**config.mk**
```make
export PLATFORM = sky130hd
export DESIGN_NAME = ltb_res_buf_flat
export DESIGN_NICKNAME = d
export VERILOG_FILES = /design/src/rtl/core/ltb_pkg.sv /design/src/rtl/core/ltb_out_if.sv /design/src/rtl/core/ltb_res_buf.sv /design/src/flat_wrapper.sv
export SDC_FILE = /design/constraint.sdc
export NUM_CORES = 1
export LEC_CHECK = 0
export BUFFER_PORTS_ARGS = -buffer_cell sky130_fd_sc_hd__buf_2
export CORE_MARGIN = 2
export CORE_UTILIZATION = 51
export CTS_CLUSTER_DIAMETER = 30
export DETAILED_ROUTE_END_ITERATION = 16
export PLACE_DENSITY = 0.77
export REMOVE_ABC_BUFFERS = 1
export SETUP_SLACK_MARGIN = 0.02
export SLEW_MARGIN = 20
export SYNTH_ARGS = -nofsm -noshare
export SYNTH_HDL_FRONTEND = slang
export SYNTH_SLANG_ARGS = --single-unit
```
**constraint.sdc**
```tcl
create_clock -name clk -period 1.5 [get_ports clk]
set_input_delay 0.15 -clock clk [delete_from_list [all_inputs] [get_ports clk]]
set_output_delay 0.15 -clock clk [all_outputs]
set_load 0.1 [all_outputs]
```
**src/rtl/core/ltb_pkg.sv**
```systemverilog
package ltb_pkg;

    localparam int STACK_DEPTH = 1024;
    localparam int MAX_LENGTH  = 65535;

    localparam int BRACKET_W = 9;
    localparam int KIND_W    = 8;
    localparam int POS_W     = 16;
    localparam int LEN_W     = 16;
    localparam int SP_W      = $clog2(STACK_DEPTH + 1);

    // The entry on top of the stack lives in the core; the cells hold the rest.
    localparam int NUM_CELLS = STACK_DEPTH - 1;

    localparam logic [POS_W-1:0] POS_LIMIT = POS_W'(MAX_LENGTH);
    localparam logic [SP_W-1:0]  SP_FULL   = SP_W'(STACK_DEPTH);
    localparam logic [SP_W-1:0]  SP_GUARD  = SP_W'(1);
    localparam logic [KIND_W-1:0] KIND_GUARD = '0;

    typedef struct packed {
        logic [KIND_W-1:0] kind;
        logic [POS_W-1:0]  pos;
    } ltb_entry_t;

    localparam ltb_entry_t GUARD_ENTRY = '{kind: KIND_GUARD, pos: '0};

    typedef struct packed {
        logic push;
        logic pop;
    } ltb_shift_t;

    typedef struct packed {
        logic [LEN_W-1:0] longest;
        logic             overflow;
        logic             final_res;
    } ltb_res_t;

endpackage

```
**src/rtl/core/ltb_out_if.sv**
```systemverilog
interface ltb_out_if;
    logic                        valid;
    logic                        ready;
    logic [ltb_pkg::LEN_W-1:0]   longest;
    logic                        overflow;
    logic                        final_res;

    modport source (output valid, output longest, output overflow, output final_res,
                    input ready);
    modport sink (input valid, input longest, input overflow, input final_res,
                  output ready);
endinterface

```
**src/rtl/core/ltb_res_buf.sv**
```systemverilog
module ltb_res_buf (
    input  logic              clk,
    input  logic              rst_n,
    input  logic              push,
    input  ltb_pkg::ltb_res_t push_data,
    output logic              full,
    ltb_out_if.source         results
);

    ltb_pkg::ltb_res_t slot_reg [2];
    logic              wr_ptr_reg;
    logic              wr_ptr_next;
    logic              rd_ptr_reg;
    logic              rd_ptr_next;
    logic [1:0]        count_reg;
    logic [1:0]        count_next;
    logic              pop;

    assign pop  = results.valid & results.ready;
    assign full = (count_reg == 2'd2);

    always_comb
    begin
        wr_ptr_next = wr_ptr_reg ^ push;
        rd_ptr_next = rd_ptr_reg ^ pop;
        count_next  = count_reg;
        if (push && !pop)
        begin
            count_next = count_reg + 2'd1;
        end
        else if (!push && pop)
        begin
            count_next = count_reg - 2'd1;
        end
    end

    always_ff @(posedge clk or negedge rst_n)
    begin
        if (!rst_n)
        begin
            wr_ptr_reg <= 1'b0;
            rd_ptr_reg <= 1'b0;
            count_reg  <= 2'd0;
        end
        else
        begin
            wr_ptr_reg <= wr_ptr_next;
            rd_ptr_reg <= rd_ptr_next;
            count_reg  <= count_next;
        end
    end

    always_ff @(posedge clk)
    begin
        if (push)
        begin
            slot_reg[wr_ptr_reg] <= push_data;
        end
    end

    assign results.valid     = (count_reg != 2'd0);
    assign results.longest   = slot_reg[rd_ptr_reg].longest;
    assign results.overflow  = slot_reg[rd_ptr_reg].overflow;
    assign results.final_res = slot_reg[rd_ptr_reg].final_res;

`ifndef ASSERT_OFF
    a_count_range: assert property (@(posedge clk) disable iff (!rst_n)
        count_reg != 2'd3)
        else $error("result buffer count out of range");

    a_no_push_full: assert property (@(posedge clk) disable iff (!rst_n)
        push |-> count_reg != 2'd2)
        else $error("result written into a full buffer");

    a_ptr_gap: assert property (@(posedge clk) disable iff (!rst_n)
        (count_reg == 2'd1) |-> (wr_ptr_reg != rd_ptr_reg))
        else $error("buffer pointers disagree with the count");
`endif

endmodule
```
**src/flat_wrapper.sv**
```systemverilog
// flat-port wrapper written by rule: the top's interface ports become plain ports
module ltb_res_buf_flat 
  (clk, rst_n, push, push_data, full, results_valid, results_longest, results_overflow, results_final_res, results_ready);
  ltb_out_if results_i ();
  input  logic clk;
  input  logic rst_n;
  input  logic push;
  input  ltb_pkg::ltb_res_t push_data;
  output logic full;
  output wire logic [$bits(results_i.valid)-1:0] results_valid;
  output wire logic [$bits(results_i.longest)-1:0] results_longest;
  output wire logic [$bits(results_i.overflow)-1:0] results_overflow;
  output wire logic [$bits(results_i.final_res)-1:0] results_final_res;
  input wire logic [$bits(results_i.ready)-1:0] results_ready;
  assign results_valid = results_i.valid;
  assign results_longest = results_i.longest;
  assign results_overflow = results_i.overflow;
  assign results_final_res = results_i.final_res;
  assign results_i.ready = results_ready;
  ltb_res_buf u_core (.clk(clk), .rst_n(rst_n), .push(push), .push_data(push_data), .full(full), .results(results_i));
endmodule
```
==> results.cfg <==
[run_status]
status = finished, violations left
violations = negative setup slack

[sta]
fin_crit_sh_pct = 108
fin_crit_ns = 1.62
skew_ns = 0.00775
tightest_slew_ns = 0.279
timing.fmax_ghz = 0.616
rsz0062_at_grt = true
finalHoldViolCount = 0
finalMaxSlewViolations = 0
maxSlewHeadroom_pct = 81.5
final.setup.worst_slack_ns = -0.123
setup_violations = 18

[floorplanning]
die-width_um = 59.1
dieHeight_um = 59.1
dieArea_mm2 = 0.00350
core_area_mm2 = 0.00298
num_rows = 20
initial_core_util_pct = 52.1
pin_count = 42

[cells_and_area]
fin_cells = 180
fillers = 155
drive_gt1_share_pct = 50.3
largest_reg_flops = 36
post-route-util_pct = 78.7
final_area_mm2 = 0.00234
diodes = 0
area_growth_syn_to_layout_pct = 51.2
nNetsFinal = 171

[placed_design]
gp_congestion = 0.645
io_buffers = 41
post_dp_cell_area_mm2 = 0.00208
hpwl_mm = 1.86
dp.cells = 151

[synth]
synth-xor-area-share_pct = 2.26
muxShareOfSynthArea_pct = 15.3
synth.area.top_cells = edfxtp_1 (70%), mux2_4 (8.7%), mux2_2 (6.5%), dfrtp_1 (6.5%), ha_1 (2.4%)
synth-simple-area-share_pct = 1.37
post-synth-top-count-cell = edfxtp_1
synth_top_family_by_area = multiplexers
synthArstFlopShare_pct = 10.0
synth_largest_area_cell = edfxtp_1
synth-compound-area-share_pct = 0
synth-seq-cells = 40
synth-seq-area-share_pct = 76.2
synthAdderAreaFrac_pct = 2.42
syn_avg_cell_area_um2 = 21.2
synth_edf_count = 36
ys_types = 14
synth_top_area_share_pct = 69.7
yosys_warnings = 0
mappedNetlistArea_mm2 = 0.00155
ys.flop_type = edfxtp_1
synth_cells = 73
synth.top_cells.by_count = edfxtp_1 (36), mux2_2 (9), mux2_4 (9), dfrtp_1 (4), ha_1 (3)

[grt]
grt_pass1_vias = 928
grt_pass1_wl_mm = 4.29
grtUsageTotal_pct = 17.6
antenna_found_initial = 0
grt_max_degree = 13
grt_overflow = 0

[setup_path]
endpoint_kind = primary output
crit_fanout = 7
worstSetupPathType = register to primary output
startpoint = u_core.rd_ptr_reg
required_ns = 1.35
cp.arrival_ns = 1.47
start_kind = register
r2r-start = u_core.count_reg[0]

[drt]
detail_route.iter0.violations = 29
vias = 860
routed_wl_mm = 2.71
wl_met2_mm = 1.43
drt-met1-wl_mm = 1.13
vias_per_cell = 4.78
drt-wirelength-per-cell_um = 15.1
met3_length_um = 107
firstDrtPassIters = 4
top_layer = met4
remaining_drc_errors = 0
postRouteAntennaNets = 0

[cts]
cts-root-buf = clkbuf_4
cts.path.max_buffers = 2
clkTransAtPathRegs_ns = 0.11
htree_levels = 2
numCtsBuffers = 5
tritoncts = done
clock_sinks = 40
clk_latency_ns = 0.33

[min_path]
hp-class = input pin to register
hold_path_startpoint = push_data[4]

[run]
max_cap_viol_count = 0
==> critical path, cell delays in order (launching register included) <==
cell,delay [ns]
dfrtp_1,0.39
buf_4,0.20
mux2_2,0.38
buf_12,0.17
==> repair_timing <==
action / CTS / global route
cloned: 0 / 0
hold buffers: 12 / 6
endpoints found under the setup margin: 20 / 19
pin swaps: 0 / 0
setup buffers: 0 / 3
endpoints found under the hold margin: 26 / 11
resized for setup: 3 / 1
==> final cells by class <==
type	count	area, µm²	share of cell area, %
clock inverter	1	3.75	0.160
inverter	2	7.51	0.320
sequential	40	1180	50.4
clock buffer	7	45.0	1.92
multi-input combinational	29	333	14.2
timing repair buffer	68	732	31.2
tap	33	41.3	1.76
==> stage by stage <==
step | hold WS, ns | setup WS [ns] | TNS (ns)
2_1_floorplan | -0.146 | -0.487 | -1.61
3_3_place_gp | -0.0458 | 0.155 | 0
3_5_place_dp | -0.0378 | 0.0796 | 0
4_1_cts | 0.000686 | -0.135 | -1.87
5_1_grt | 0.0146 | -0.175 | -2.48
6_report | 0.0306 | -0.123 | -1.64
==> final timing paths <==
path / to / slack [ns] / cells after the start
setup / recovery: results_longest[12] / -0.12 / 3
hold / removal: u_core.slot_reg[1][4] / 0.03 / 1
setup reg to reg: u_core.count_reg[1] / 0.09 / 6
hold reg to reg: u_core.count_reg[1] / 0.60 / 2
max in group asynchronous: u_core.wr_ptr_reg / 1.24 / 2
min in group asynchronous: u_core.count_reg[1] / 0.14 / 2
==> kinds of logic after synthesis <==
kind of cell / count (synthesis)
multiplexers: 18
adder cells (fa/ha/maj): 3
AND/OR/NAND/NOR: 4
flip-flops: 40
XOR/XNOR: 4
buffers and inverters: 4
==> cells in the final DEF (no fill, tap or decap), drive strengths merged <==
cell type / netlist / final
nor2: 1 / 1
edfxtp: 36 / 36
nand2: 1 / 1
ha: 3 / 3
xor2: 2 / 2
inv: 2 / 2
clkinv: 0 / 1
mux2: 18 / 18
xnor2: 2 / 2
dfrtp: 4 / 4
and2b: 1 / 1
or2: 1 / 1
dlygate4sd3: 0 / 18
clkbuf: 0 / 7
buf: 2 / 50
==> layer usage <==
| layer | up-vias | track usage, % |
|---|---|---|
| met5 | - | 0 |
| met4 | 0 | 7.79 |
| met3 | 5 | 5.02 |
| li1 | 422 | - |
| met2 | 25 | 29.7 |
| met1 | 408 | 21.0 |
Power is not shown: default switching activity piles up to over one toggle a cycle in this logic, so the estimate is an artifact.
