## src/rtl/core/ltb_pkg.sv

```systemverilog
package ltb_pkg;

    localparam int STACK_DEPTH = 1024;
    localparam int MAX_LENGTH  = 65535;

    localparam int BRACKET_W = 9;
    localparam int KIND_W    = 8;
    localparam int POS_W     = 16;
    localparam int LEN_W     = 16;
    localparam int SP_W      = $clog2(STACK_DEPTH + 1);

    // The entry on top of the stack lives in the core; the cells hold the rest.
    localparam int NUM_CELLS = STACK_DEPTH - 1;

    localparam logic [POS_W-1:0] POS_LIMIT = POS_W'(MAX_LENGTH);
    localparam logic [SP_W-1:0]  SP_FULL   = SP_W'(STACK_DEPTH);
    localparam logic [SP_W-1:0]  SP_GUARD  = SP_W'(1);
    localparam logic [KIND_W-1:0] KIND_GUARD = '0;

    typedef struct packed {
        logic [KIND_W-1:0] kind;
        logic [POS_W-1:0]  pos;
    } ltb_entry_t;

    localparam ltb_entry_t GUARD_ENTRY = '{kind: KIND_GUARD, pos: '0};

    typedef struct packed {
        logic push;
        logic pop;
    } ltb_shift_t;

    typedef struct packed {
        logic [LEN_W-1:0] longest;
        logic             overflow;
        logic             final_res;
    } ltb_res_t;

endpackage

```

## src/rtl/core/ltb_cell.sv

```systemverilog
module ltb_cell (
    input  logic                clk,
    input  ltb_pkg::ltb_shift_t ctrl,
    input  ltb_pkg::ltb_entry_t from_up,
    input  ltb_pkg::ltb_entry_t from_down,
    output ltb_pkg::ltb_entry_t entry
);

    ltb_pkg::ltb_entry_t entry_reg;
    ltb_pkg::ltb_entry_t entry_next;

    always_comb
    begin
        entry_next = entry_reg;
        if (ctrl.push)
        begin
            entry_next = from_up;
        end
        else if (ctrl.pop)
        begin
            entry_next = from_down;
        end
    end

    // Stack payload; entries at or beyond the stack pointer are never read.
    always_ff @(posedge clk)
    begin
        entry_reg <= entry_next;
    end

    assign entry = entry_reg;

endmodule

```

## config.mk

```make
export PLATFORM = sky130hd
export DESIGN_NAME = ltb_cell
export DESIGN_NICKNAME = d
export VERILOG_FILES = /design/src/rtl/core/ltb_pkg.sv /design/src/rtl/core/ltb_cell.sv
export SDC_FILE = /design/constraint.sdc
export NUM_CORES = 1
export LEC_CHECK = 0
export BUFFER_PORTS_ARGS = -buffer_cell sky130_fd_sc_hd__buf_2
export CORE_ASPECT_RATIO = 2
export CORE_UTILIZATION = 40
export CTS_CLUSTER_SIZE = 14
export DETAILED_ROUTE_END_ITERATION = 8
export PLACE_DENSITY = 0.77
export SETUP_SLACK_MARGIN = 0.2
export SLEW_MARGIN = 0
export SYNTH_ARGS = -nofsm -noshare
export SYNTH_HDL_FRONTEND = slang
export SYNTH_SLANG_ARGS = --single-unit
```

## constraint.sdc

```tcl
create_clock -name clk -period 3.6 [get_ports clk]
set_clock_uncertainty 0.1 [all_clocks]
set_input_delay 0.54 -clock clk [delete_from_list [all_inputs] [get_ports clk]]
set_output_delay 0.54 -clock clk [all_outputs]
set_load 0.02 [all_outputs]
```

==> flow_summary.html <==
<table>
<tr><th>Metric</th><th>Value</th></tr>
<tr><th colspan="2">Clock network</th></tr>
<tr><td>TritonCTS clock tree</td><td>yes</td></tr>
<tr><td>Root Driver</td><td>clkbuf_8</td></tr>
<tr><td>H-Tree Depth</td><td>1</td></tr>
<tr><td>Post-cts gate resize count</td><td>0</td></tr>
<tr><td>Maximum root-to-sink buffer count</td><td>2</td></tr>
<tr><td>Postcts setup bufs</td><td>0</td></tr>
<tr><td>Clock-pin transition on the worst setup and hold timing paths</td><td>0.08 ns</td></tr>
<tr><td>Clock sink count</td><td>24</td></tr>
<tr><td>Cts-stage hold buffer count</td><td>0</td></tr>
<tr><td>Inserted Clock Buffers</td><td>3</td></tr>
<tr><th colspan="2">Pwr</th></tr>
<tr><td>Leakage power figure</td><td>0.741 nW</td></tr>
<tr><td>Switching share of power</td><td>approximately 25%</td></tr>
<tr><td>Worst ir drop on vdd</td><td>0.278 mV</td></tr>
<tr><td>Register share of total power</td><td>54.2%</td></tr>
<tr><td>P per Cell Area</td><td>423 nW/µm²</td></tr>
<tr><td>Relative contribution of combinational cells to total power</td><td>between 20 and 25%</td></tr>
<tr><td>Cell internal pwr</td><td>0.487 mW</td></tr>
<tr><td>Net switching power</td><td>0.158 mW</td></tr>
<tr><td>Share of total power in the clock network</td><td>approximately a quarter</td></tr>
<tr><th colspan="2">Die</th></tr>
<tr><td>I/O pin count</td><td>75</td></tr>
<tr><td>Area enclosed by the die boundary</td><td>3030 µm²</td></tr>
<tr><td>Placeable core region</td><td>around 2600 µm²</td></tr>
<tr><td>Die Span X</td><td>39.4 µm</td></tr>
<tr><td>Die boundary height</td><td>between 70 and 80 µm</td></tr>
<tr><td>Starting utilization of the core area</td><td>approximately 43%</td></tr>
<tr><td>Row count</td><td>26</td></tr>
<tr><th colspan="2">Layout</th></tr>
<tr><td>Multi-input gate area in the final layout</td><td>approximately 350 µm²</td></tr>
<tr><td>Fraction of final layout cells with drive strength greater than 1</td><td>79.7%</td></tr>
<tr><td>Final layout net count</td><td>180</td></tr>
<tr><td>Number of antenna cells inserted</td><td>0</td></tr>
<tr><td>Non-Filler Cell Area, Final</td><td>1530 µm²</td></tr>
<tr><td>Number of filler cells placed in the layout</td><td>around 220</td></tr>
<tr><td>Post-layout utilization of the core</td><td>58.7%</td></tr>
<tr><td>Number of flip-flops under the largest register name</td><td>24</td></tr>
<tr><td>Register cell area after layout</td><td>approximately 700 µm²</td></tr>
<tr><td>Syn-to-layout area delta</td><td>36.3%</td></tr>
<tr><th colspan="2">Hold path</th></tr>
<tr><td>Path type of the worst min-delay path</td><td>in -&gt; reg</td></tr>
<tr><th colspan="2">Critical path</th></tr>
<tr><td>Data required time at the worst endpoint</td><td>3.39 ns</td></tr>
<tr><td>Critical Path Sink Type</td><td>register</td></tr>
<tr><td>CP max FO</td><td>25</td></tr>
<tr><td>CP Data Arrival Time</td><td>between 1.5 and 2 ns</td></tr>
<tr><td>Cell-by-cell listing of the critical path</td><td>buf_2 &gt; buf_4 &gt; or2_1</td></tr>
<tr><td>Crit path kind</td><td>in -&gt; reg</td></tr>
<tr><td>Cell type of the slowest stage on the worst timing path</td><td>or2_1</td></tr>
<tr><td>Largest delay contributor family on the critical path</td><td>simple AND/OR/NAND/NOR gates</td></tr>
<tr><td>Largest stage delay, worst path</td><td>0.81 ns</td></tr>
<tr><td>Number of buffer and inverter instances along the worst setup path</td><td>2</td></tr>
<tr><td>Type of origin of the critical path</td><td>input pin</td></tr>
<tr><th colspan="2">Drt</th></tr>
<tr><td>Drt pass-1 iters</td><td>5</td></tr>
<tr><td>DR vias</td><td>737</td></tr>
<tr><td>Met1 layer wirelength in the final routing</td><td>just over 600 µm</td></tr>
<tr><td>Routed vias/inst</td><td>4.72</td></tr>
<tr><td>Count of nets left with antenna violations after detail routing</td><td>0</td></tr>
<tr><td>Routed wirelength normalized by instance count</td><td>about 13 µm</td></tr>
<tr><td>Detailed router's first-iteration violation count</td><td>15</td></tr>
<tr><td>Top layer in use</td><td>met4</td></tr>
<tr><td>Metal2 WL</td><td>around 1200 µm</td></tr>
<tr><td>Total length of routed wires</td><td>2040 µm</td></tr>
<tr><td>Met3 WL</td><td>181 µm</td></tr>
<tr><td>Final routed DRC violation total</td><td>0</td></tr>
<tr><th colspan="2">Synth</th></tr>
<tr><td>Distinct cell type count after synthesis</td><td>6</td></tr>
<tr><td>Ranking of synthesized cells by area</td><td>edfxtp_1 64%, mux2_4 25%, mux2_2 5.0%</td></tr>
<tr><td>Combined area of all synthesized cells</td><td>1120 µm²</td></tr>
<tr><td>Number of register bits inferred by synthesis</td><td>24</td></tr>
<tr><td>Xor/xnor cell area share of the yosys netlist</td><td>0%</td></tr>
<tr><td>Mean Syn Cell Area</td><td>21.5 µm²</td></tr>
<tr><td>Number of nets produced by synthesis</td><td>103</td></tr>
<tr><td>Count leader, synth</td><td>edfxtp_1</td></tr>
<tr><td>Number of enable-type register cells in the synthesized netlist</td><td>24</td></tr>
<tr><td>Gate count of the mapped netlist</td><td>52</td></tr>
<tr><td>Combinational family with the most area after synthesis</td><td>multiplexers</td></tr>
<tr><td>Post-synthesis mux area share</td><td>30.5%</td></tr>
<tr><td>Post-synthesis adder-cell area fraction</td><td>0%</td></tr>
<tr><td>Share of synthesized cell area in and, or, nand and nor gates</td><td>0.559%</td></tr>
<tr><td>Share of synthesized registers carrying an async set or reset</td><td>0%</td></tr>
<tr><td>Share of the yosys chip area belonging to registers</td><td>64.4%</td></tr>
<tr><td>Proportion of netlist area held by the largest area contributor</td><td>between 60 and 70%</td></tr>
<tr><td>Post-synthesis compound-gate area fraction</td><td>0%</td></tr>
<tr><td>Library cell with the largest summed area after synthesis</td><td>edfxtp_1</td></tr>
<tr><td>Most common library cells after synthesis</td><td>24 x edfxtp_1, 19 x mux2_4, 5 x mux2_2</td></tr>
<tr><td>Post-synth top flop</td><td>edfxtp_1</td></tr>
<tr><td>Number of warnings issued by yosys</td><td>0</td></tr>
<tr><th colspan="2">Status</th></tr>
<tr><td>Outcome</td><td>finished, final reports clean</td></tr>
<tr><th colspan="2">Timing</th></tr>
<tr><td>Final setup violation count</td><td>0</td></tr>
<tr><td>Setup repair after global routing missed its margin</td><td>false</td></tr>
<tr><td>Final number of hold-violating endpoints</td><td>0</td></tr>
<tr><td>Fmax achieved</td><td>499 MHz</td></tr>
<tr><td>Share of the clock period used by the worst path after layout</td><td>55.6%</td></tr>
<tr><td>Post-layout min period</td><td>2.00 ns</td></tr>
<tr><td>Setup Total Neg Slack</td><td>0 ns</td></tr>
<tr><td>Transition time at the pin with the least slew margin</td><td>a little under 1 ns</td></tr>
<tr><td>Rel. slew slack</td><td>35.0%</td></tr>
<tr><td>Pins over their slew limit</td><td>0</td></tr>
<tr><th colspan="2">Run</th></tr>
<tr><td>Maximum capacitance violations</td><td>0</td></tr>
<tr><th colspan="2">Place</th></tr>
<tr><td>Placer Congestion</td><td>just under 0.7</td></tr>
<tr><td>Area post-placement</td><td>between 1000 and 1500 µm²</td></tr>
<tr><td>Total of buffers placed on input and output ports</td><td>74</td></tr>
<tr><th colspan="2">GRT</th></tr>
<tr><td>Vias in the first global route</td><td>between 800 and 900</td></tr>
<tr><td>Overall routing resource usage</td><td>between 10% and 20%</td></tr>
<tr><td>Global route total overflow</td><td>0</td></tr>
<tr><td>Pin count of the biggest net entering global routing</td><td>26</td></tr>
<tr><td>Antenna violations before repair</td><td>0</td></tr>
<tr><td>First-pass GRT wire length</td><td>3270 µm</td></tr>
</table>
-- cell families (layout without fill, tap and decap cells) --
group / Yosys count / in the layout
and+or+nand+nor: 1 / 1
DFF: 24 / 24
muxes: 24 / 24
buffers and inverters: 3 / 79
-- per-stage QoR --
step	power, mW	hold slack, ns	instances	setup slack, ns
detailed placement	0.500	0.745	152	1.26
global route	0.671	0.468	156	1.47
finish	0.645	0.472	156	1.60
floorplan	0.446	0.657	52	1.73
CTS	0.651	0.471	156	1.55
global placement	0.496	0.741	152	1.36
-- layout by cell type, fill, tap and decap left out --
| master | synthesis | layout |
|---|---|---|
| mux2_2 | 5 | 5 |
| edfxtp_1 | 24 | 24 |
| clkbuf_8 | 0 | 3 |
| or2_1 | 1 | 1 |
| clkinv_1 | 0 | 1 |
| buf_4 | 0 | 1 |
| mux2_4 | 19 | 19 |
| buf_2 | 0 | 74 |
-- metal layers --
| layer | vias up | track usage (%) |
|---|---|---|
| met5 | - | 0 |
| met4 | 0 | 10.3 |
| met3 | 7 | 2.60 |
| met2 | 46 | 28.7 |
| met1 | 330 | 13.6 |
| li1 | 354 | - |
-- area by class of cell --
type / instances / area share [%]
Clock buffer: 3 / 2.70
Clock inverter: 1 / 0.246
Multi-Input combinational cell: 25 / 22.8
Sequential cell: 24 / 47.2
Tap cell: 28 / 2.30
Timing Repair Buffer: 75 / 24.8
-- power groups by stage --
stage | Combinational, mW | Sequential, mW | Clock [mW]
after global placement | 0.140 | 0.356 | 0
final | 0.141 | 0.350 | 0.155
after global routing | 0.150 | 0.354 | 0.167
after floorplan | 0.0475 | 0.398 | 0
after CTS | 0.144 | 0.351 | 0.157
after detailed placement | 0.144 | 0.357 | 0
-- final timing paths --
path | startpoint | end | slack [ns] | cells after the start
max | ctrl[1] | entry[4] | 1.60 | 3
min | from_up[17] | entry[17] | 0.47 | 2
(Power assumes the default switching activity.)
